[src/rtl/half_md4_name_hash_core_assert.svh]
// Assertion macros shared by the name hash RTL.
// Depends on nothing; included by modules that carry concurrent checks.
`ifndef HALF_MD4_NAME_HASH_CORE_ASSERT_SVH
`define HALF_MD4_NAME_HASH_CORE_ASSERT_SVH

// Same-cycle implication, disabled while the active-low reset is asserted.
`define HMD4_ASSERT_NOW(label, clk, rst_n, ante, cons, msg) \
    label: assert property (@(posedge clk) disable iff (!(rst_n)) (ante) |-> (cons)) \
        else $error(msg);

// Next-cycle implication, disabled while the active-low reset is asserted.
`define HMD4_ASSERT_NEXT(label, clk, rst_n, ante, cons, msg) \
    label: assert property (@(posedge clk) disable iff (!(rst_n)) (ante) |=> (cons)) \
        else $error(msg);

`endif

[src/rtl/hmd4_pkg.sv]
// Types, constants and step tables for the Half-MD4 name hash.
// No dependencies; used by hmd4_step and half_md4_name_hash_core.
package hmd4_pkg;

    typedef logic [31:0]          word_t;
    typedef logic [3:0][31:0]     chain_t;
    typedef logic [7:0][3:0][7:0] block_t;
    typedef logic [4:0]           step_t;
    typedef logic [4:0]           pos_t;

    localparam step_t LAST_STEP = 5'd23;

    localparam word_t ROUND2_ADD = 32'h5A827999;
    localparam word_t ROUND3_ADD = 32'h6ED9EBA1;

    localparam chain_t CHAIN_INIT = {32'h10325476, 32'h98BADCFE,
                                     32'hEFCDAB89, 32'h67452301};

    typedef enum logic [3:0] {
        ST_IDLE  = 4'b0001,
        ST_ROUND = 4'b0010,
        ST_FOLD  = 4'b0100,
        ST_FIN   = 4'b1000
    } state_t;

    // Message word taken by each of the 24 steps.
    function automatic logic [2:0] word_sel(input step_t step);
        logic [2:0] sel;
        case (step)
            5'd0:    sel = 3'd0;
            5'd1:    sel = 3'd1;
            5'd2:    sel = 3'd2;
            5'd3:    sel = 3'd3;
            5'd4:    sel = 3'd4;
            5'd5:    sel = 3'd5;
            5'd6:    sel = 3'd6;
            5'd7:    sel = 3'd7;
            5'd8:    sel = 3'd1;
            5'd9:    sel = 3'd3;
            5'd10:   sel = 3'd5;
            5'd11:   sel = 3'd7;
            5'd12:   sel = 3'd0;
            5'd13:   sel = 3'd2;
            5'd14:   sel = 3'd4;
            5'd15:   sel = 3'd6;
            5'd16:   sel = 3'd3;
            5'd17:   sel = 3'd7;
            5'd18:   sel = 3'd2;
            5'd19:   sel = 3'd6;
            5'd20:   sel = 3'd1;
            5'd21:   sel = 3'd5;
            5'd22:   sel = 3'd0;
            5'd23:   sel = 3'd4;
            default: sel = 3'd0;
        endcase
        return sel;
    endfunction

    // Left-rotate amount of each step.
    function automatic logic [4:0] rot_amt(input step_t step);
        logic [4:0] amt;
        case (step[4:3])
            2'd0: begin
                case (step[1:0])
                    2'd0:    amt = 5'd3;
                    2'd1:    amt = 5'd7;
                    2'd2:    amt = 5'd11;
                    default: amt = 5'd19;
                endcase
            end
            2'd1: begin
                case (step[1:0])
                    2'd0:    amt = 5'd3;
                    2'd1:    amt = 5'd5;
                    2'd2:    amt = 5'd9;
                    default: amt = 5'd13;
                endcase
            end
            default: begin
                case (step[1:0])
                    2'd0:    amt = 5'd3;
                    2'd1:    amt = 5'd9;
                    2'd2:    amt = 5'd11;
                    default: amt = 5'd15;
                endcase
            end
        endcase
        return amt;
    endfunction

    // Working word updated by a step: a, d, c, b in turn.
    function automatic logic [1:0] target_sel(input step_t step);
        return 2'(2'd0 - step[1:0]);
    endfunction

endpackage

[src/rtl/hmd4_step.sv]
// One Half-MD4 step: round function, add of message word, rotate.
// Depends on hmd4_pkg; reused for all 24 steps by the core's sequencer.
module hmd4_step (
    input  hmd4_pkg::step_t  step,
    input  hmd4_pkg::chain_t work_words,
    input  hmd4_pkg::block_t block_words,
    output logic [1:0]       target,
    output hmd4_pkg::word_t  new_word
);

    logic [1:0]      t;
    hmd4_pkg::word_t x, y, z, f, sum;
    logic [4:0]      amt;

    always_comb begin
        t   = hmd4_pkg::target_sel(step);
        x   = work_words[2'(t + 2'd1)];
        y   = work_words[2'(t + 2'd2)];
        z   = work_words[2'(t + 2'd3)];
        amt = hmd4_pkg::rot_amt(step);
        case (step[4:3])
            2'd0:    f = (x & y) | (~x & z);
            2'd1:    f = ((x & y) | (x & z) | (y & z)) + hmd4_pkg::ROUND2_ADD;
            default: f = (x ^ y ^ z) + hmd4_pkg::ROUND3_ADD;
        endcase
        sum      = work_words[t] + f + block_words[hmd4_pkg::word_sel(step)];
        new_word = (sum << amt) | (sum >> (6'd32 - {1'b0, amt}));
        target   = t;
    end

endmodule

[src/rtl/half_md4_name_hash_core.sv]
// Half-MD4 name hash core; uses hmd4_pkg, hmd4_step and the assertion macro header.
// A byte request that leaves the 32-byte block unfilled leaves the core idle. One that fills
// the block, or ends a name with bytes pending, holds ready low through 24 steps on the
// shared hmd4_step unit and a fold. A name end then passes a finish state, which shows its
// hash once any older hash has been taken; an end on an empty block goes straight there.
// aresetn is synchronous, active low: MD4 chaining values, empty block, no result pending.
`include "half_md4_name_hash_core_assert.svh"

module half_md4_name_hash_core (
    input  logic        aclk,
    input  logic        aresetn,
    input  logic        s_valid,
    output logic        s_ready,
    input  logic [7:0]  s_data_byte,
    input  logic        s_has_byte,
    input  logic        s_last_byte,
    output logic        m_valid,
    input  logic        m_ready,
    output logic [31:0] m_hash_value
);

    // Sequencer state and counters.
    hmd4_pkg::state_t state_reg, state_next;
    hmd4_pkg::step_t  step_reg, step_next;
    hmd4_pkg::pos_t   pos_reg, pos_next;
    logic             end_pending_reg, end_pending_next;

    // Hash state: chaining words, message block and the working words of
    // the transform in progress.
    hmd4_pkg::chain_t chain_reg, chain_next;
    hmd4_pkg::block_t block_reg, block_next;
    hmd4_pkg::chain_t work_reg, work_next;

    // Output register; it holds a finished hash while new bytes come in.
    logic             m_valid_reg, m_valid_next;
    hmd4_pkg::word_t  hash_reg, hash_next;

    logic [1:0]       step_target;
    hmd4_pkg::word_t  step_word;
    logic             accept;
    logic             out_free;

    hmd4_step u_step (
        .step        (step_reg),
        .work_words  (work_reg),
        .block_words (block_reg),
        .target      (step_target),
        .new_word    (step_word)
    );

    assign s_ready      = (state_reg == hmd4_pkg::ST_IDLE);
    assign accept       = s_valid && s_ready;
    assign out_free     = !m_valid_reg || m_ready;
    assign m_valid      = m_valid_reg;
    assign m_hash_value = hash_reg;

    always_comb begin
        state_next       = state_reg;
        step_next        = step_reg;
        pos_next         = pos_reg;
        end_pending_next = end_pending_reg;
        chain_next       = chain_reg;
        block_next       = block_reg;
        work_next        = work_reg;
        m_valid_next     = m_valid_reg && !m_ready;
        hash_next        = hash_reg;

        case (state_reg)
            hmd4_pkg::ST_IDLE: begin
                if (accept) begin
                    end_pending_next = s_last_byte;
                    step_next        = '0;
                    work_next        = chain_reg;
                    if (s_has_byte) begin
                        // The block is cleared after every transform, so a
                        // plain write of the byte lane is the same as an OR.
                        block_next[pos_reg[4:2]][pos_reg[1:0]] = s_data_byte;
                        pos_next = 5'(pos_reg + 5'd1);
                        // A full block or a name end starts the transform.
                        if (pos_reg == 5'd31 || s_last_byte) begin
                            state_next = hmd4_pkg::ST_ROUND;
                        end
                    end else if (s_last_byte) begin
                        // A name end without a byte only transforms a
                        // partly filled block.
                        if (pos_reg != 5'd0) begin
                            state_next = hmd4_pkg::ST_ROUND;
                        end else begin
                            state_next = hmd4_pkg::ST_FIN;
                        end
                    end
                end
            end
            hmd4_pkg::ST_ROUND: begin
                work_next[step_target] = step_word;
                step_next              = 5'(step_reg + 5'd1);
                if (step_reg == hmd4_pkg::LAST_STEP) begin
                    state_next = hmd4_pkg::ST_FOLD;
                end
            end
            hmd4_pkg::ST_FOLD: begin
                for (int i = 0; i < 4; i++) begin
                    chain_next[i] = chain_reg[i] + work_reg[i];
                end
                block_next = '0;
                state_next = end_pending_reg ? hmd4_pkg::ST_FIN : hmd4_pkg::ST_IDLE;
            end
            hmd4_pkg::ST_FIN: begin
                // Wait for the output register, then publish and restart.
                if (out_free) begin
                    m_valid_next     = 1'b1;
                    hash_next        = (chain_reg[1] == 32'd0) ? 32'd1 : chain_reg[1];
                    chain_next       = hmd4_pkg::CHAIN_INIT;
                    block_next       = '0;
                    pos_next         = '0;
                    end_pending_next = 1'b0;
                    state_next       = hmd4_pkg::ST_IDLE;
                end
            end
            default: begin
                state_next = hmd4_pkg::ST_IDLE;
            end
        endcase
    end

    always_ff @(posedge aclk) begin
        if (!aresetn) begin
            state_reg       <= hmd4_pkg::ST_IDLE;
            step_reg        <= '0;
            pos_reg         <= '0;
            end_pending_reg <= 1'b0;
            chain_reg       <= hmd4_pkg::CHAIN_INIT;
            block_reg       <= '0;
            m_valid_reg     <= 1'b0;
        end else begin
            state_reg       <= state_next;
            step_reg        <= step_next;
            pos_reg         <= pos_next;
            end_pending_reg <= end_pending_next;
            chain_reg       <= chain_next;
            block_reg       <= block_next;
            m_valid_reg     <= m_valid_next;
        end
    end

    always_ff @(posedge aclk) begin
        work_reg <= work_next;
        hash_reg <= hash_next;
    end

    // The step counter never runs past the last step of the transform.
    `HMD4_ASSERT_NOW(a_step_range, aclk, aresetn, state_reg == hmd4_pkg::ST_ROUND, step_reg <= hmd4_pkg::LAST_STEP, "step counter out of range")
    // After a fold the message block is empty for the next bytes.
    `HMD4_ASSERT_NEXT(a_block_cleared, aclk, aresetn, state_reg == hmd4_pkg::ST_FOLD, block_reg == '0, "block not cleared after fold")
    // A finish with a free output register always presents a result.
    `HMD4_ASSERT_NEXT(a_fin_publishes, aclk, aresetn, (state_reg == hmd4_pkg::ST_FIN) && out_free, m_valid && (state_reg == hmd4_pkg::ST_IDLE), "finish did not publish")
    // The reported hash is never zero.
    `HMD4_ASSERT_NOW(a_hash_nonzero, aclk, aresetn, m_valid, m_hash_value != 32'd0, "zero hash reported")

endmodule

[config.mk]
export PLATFORM = sky130hd
export DESIGN_NAME = half_md4_name_hash_core
export DESIGN_NICKNAME = d
export VERILOG_FILES = /design/src/rtl/hmd4_pkg.sv /design/src/rtl/hmd4_step.sv /design/src/rtl/half_md4_name_hash_core.sv
export VERILOG_INCLUDE_DIRS = /design/src /design/src/rtl
export SDC_FILE = /design/constraint.sdc
export NUM_CORES = 2
export LEC_CHECK = 0
export BUFFER_PORTS_ARGS = -buffer_cell sky130_fd_sc_hd__buf_2
export CELL_PAD_IN_SITES_DETAIL_PLACEMENT = 2
export CELL_PAD_IN_SITES_GLOBAL_PLACEMENT = 2
export CORE_MARGIN = 3
export CORE_UTILIZATION = 41
export CTS_BUF_LIST = sky130_fd_sc_hd__clkbuf_16
export DETAILED_ROUTE_END_ITERATION = 8
export GPL_ROUTABILITY_DRIVEN = 0
export PLACE_DENSITY = 0.83
export SLEW_MARGIN = 10
export SYNTH_ARGS = -nofsm -noshare
export SYNTH_HDL_FRONTEND = slang
export SYNTH_SLANG_ARGS = --single-unit
[constraint.sdc]
create_clock -name aclk -period 9.8 [get_ports aclk]
set_clock_uncertainty 0.05 [all_clocks]
set_input_delay 0.98 -clock aclk [delete_from_list [all_inputs] [get_ports aclk]]
set_output_delay 0.98 -clock aclk [all_outputs]
set_load 0.01 [all_outputs]
==> metrics <==
CTS tree built; max FFs per register about 260; PwrDens 345 mW/mm^2; Antenna Nets Post-Route 0; Vias between 30000 and 40000; Post-Synth XOR/XNOR Area approximately 3.5%; fin nets approximately 4500; DR DRC count 0; CP required 10.18 ns; fmax between 100 and 150 MHz; Post-Place Setup Slack slightly above 0.4 ns; Register Area about 0.013 mm^2; die width 317 um; CP Launch Type flip-flop; sequential fraction of the synthesis area 32.5%; Arr. time, crit path approximately 9.9 ns; simple-gate portion of the synthesized area around 15%; drt pass-1 iters 5; most frequent cells in the layout nor2_1 (550), dfxtp_1 (397), nand2_1 (383); mux cell area share after synthesis 13.0%; clk sink count about 560; Slew Viols, Final 0; Post-synth EDFFs 160; postcts setup bufs 0; IR drop worst, VDD between 0.2 and 0.25 mV; Max stage delay cell, worst path fa_1; vias per inst just under 7; gr usage total between 30% and 40%; unrepaired setup endpoints after global routing yes; first-pass GRT wire length approximately 270000 um; post-synthesis cell count 4390; synth warn 0; die area ~0.10 mm^2; row cnt roughly 110; measured slew at the worst slew-check pin approximately 1.2 ns; final worst-path cycle share 97.5%; Post-Synthesis Net Count roughly 4600; largest net degree at the start of global routing a little over 200; most common cell after layout, fill and taps aside nor2_1; outcome completed; Detail Placement HPWL about 130000 um; Core Box Area 0.0954 mm^2; DR iter-0 viols between 3000 and 4000; fillers ~10000; CP max FO 23; Power Total between 10000 and 15000 uW; fin util 45.4%; post-synthesis register bit count roughly 560; ranking of synthesized cells by area dfxtp_1 (20%), edfxtp_1 (12%), mux4_2 (10%); Top FF cell, synth dfxtp_1; buffers and inverters on the worst path 4; asr flop ratio synth 0%; # hold bufs at CTS 0; kind of critical path flip-flop to flip-flop; library cells used by synthesis a little under 100; adder-cell area share of the yosys netlist under 10%; class of the worst hold path flip-flop to flip-flop; clk_lat worst skew roughly 0.67 ns; I/O pins 48; synthesized area approximately 0.040 mm^2; crit path setup slack, layout roughly 0.25 ns; Final Critical Period around 9.6 ns; area leader, netlist dfxtp_1; area of the multi-input gates around 0.025 mm^2; mean area per synthesized cell 9.02 um^2; grt ovf 0; Die Ht between 300 and 400 um; LEAKAGE 0.0161 uW; clock tree buffer depth 3; largest stage delay on the critical path about 0.67 ns; WL/cell 32.1 um; hold slack approximately 0.44 ns; Reg clk slew, reported paths about 0.060 ns; initial antenna violation count 3; layout cells sized above 1 11.4%; Synth Area in Compound Gates ~22%; vias in the first global route roughly 40000; share of the synthesized area in the top cell type 20.4%; H-tree levels 3; area growth from synthesis to layout 9.37%; TritonCTS buffer count 69; Setup Viol. Count Final 0; PortBufs between 40 and 50; Post-Route WL roughly 180000 um; most used cell, CP inv_1; largest family of logic cells by synthesized area compound AO/OA/AOI/OAI gates; Initial Utilization approximately two fifths; Root Driver clkbuf_16; CP top delay family compound AO/OA/AOI/OAI gates; CP endpoint kind flip-flop; final hold vios 0; maxcap violations 0; slew margin rel. 17.0%
-- cell families after synthesis --
kind of cell	Yosys count
DFF	563
buffers and inverters	494
muxes	283
and+or+nand+nor	1357
adders and majority gates	237
AOI/OAI and AO/OA	1298
xor gates and xnor gates	158
-- synth_stat cells (all sizes together), types with 13 or more instances --
library cell,instances
a31oi,35
nand2b,35
xor2,58
nand3,72
and3,32
a211oi,49
a21o,78
o221ai,37
nand2,384
a21oi,277
or3,24
nand3b,13
o21ai,237
inv,198
fa,68
a22oi,267
mux4,182
dfxtp,403
edfxtp,160
clkbuf,216
buf,80
o31ai,65
o22ai,38
mux2i,85
o21a,34
nor2b,27
xnor2,99
o21bai,16
ha,169
nor4,20
and2,26
nor3,77
nor2,556
nand4,32
mux2,16
o211ai,25
-- per-layer routing --
layer	vias to the layer above	wire length, um	GRT usage [%]
met3	663	13600	6.59
met2	1861	84000	57.5
met4	2	12300	21.1
met1	19800	70100	43.7
met5	-	11	0
li1	16100	-	-
-- path summary, 6_finish.rpt --
path / start / endpoint / slack, ns / cells after the start
setup / recovery: step_reg[1]$_SDFFE_PN0P_ / work_reg[127]$_DFFE_PP_ / 0.25 / 28
hold / removal: chain_reg[125]$_SDFFE_PN0P_ / chain_reg[125]$_SDFFE_PN0P_ / 0.44 / 2
setup reg to reg: step_reg[1]$_SDFFE_PN0P_ / work_reg[127]$_DFFE_PP_ / 0.25 / 28
hold reg to reg: chain_reg[125]$_SDFFE_PN0P_ / chain_reg[125]$_SDFFE_PN0P_ / 0.44 / 2
-- layout make-up --
class	instances	area share, %
Inverter	198	1.73
Clock buffer	76	4.39
Timing Repair Buffer	120	1.87
Tap cell	1265	3.65
Multi-Input combinational cell	3333	57.6
Antenna cell	1	0.00578
Clock inverter	49	0.973
Sequential cell	563	29.7
-- metrics by stage --
step	cells	setup TNS, ns	instance area (um^2)
floorplan	4390	0	39600
global placement	5478	0	41000
detailed placement	5478	0	41000
CTS	5603	0	43300
global route	5604	-0.0805	43300
finish	5605	0	43300
-- power breakdown --
part | total, uW | internal, uW | leakage [uW] | switching (uW)
combinational | 9280 | 2990 | 0.0103 | 6290
sequential | 2940 | 2620 | 0.00458 | 318
clock | 2730 | 1580 | 0.00120 | 1140
-- worst register-to-register path: cells and delay by family, from the launching register on --
family	cells	cell delay, ns
AOI/OAI and AO/OA	9	2.99
adders and majority gates	4	2.07
and+or+nand+nor	7	1.54
buffers and inverters	4	0.90
muxes	2	0.75
xor gates and xnor gates	2	0.67
DFF	1	0.37
-- timing repair --
item | CTS | global route
hold endpoints to repair | 0 | 0
endpoints found under the setup margin | 0 | 84
resized for setup | 0 | 8
Note: power is estimated with default switching activity, not from simulation.
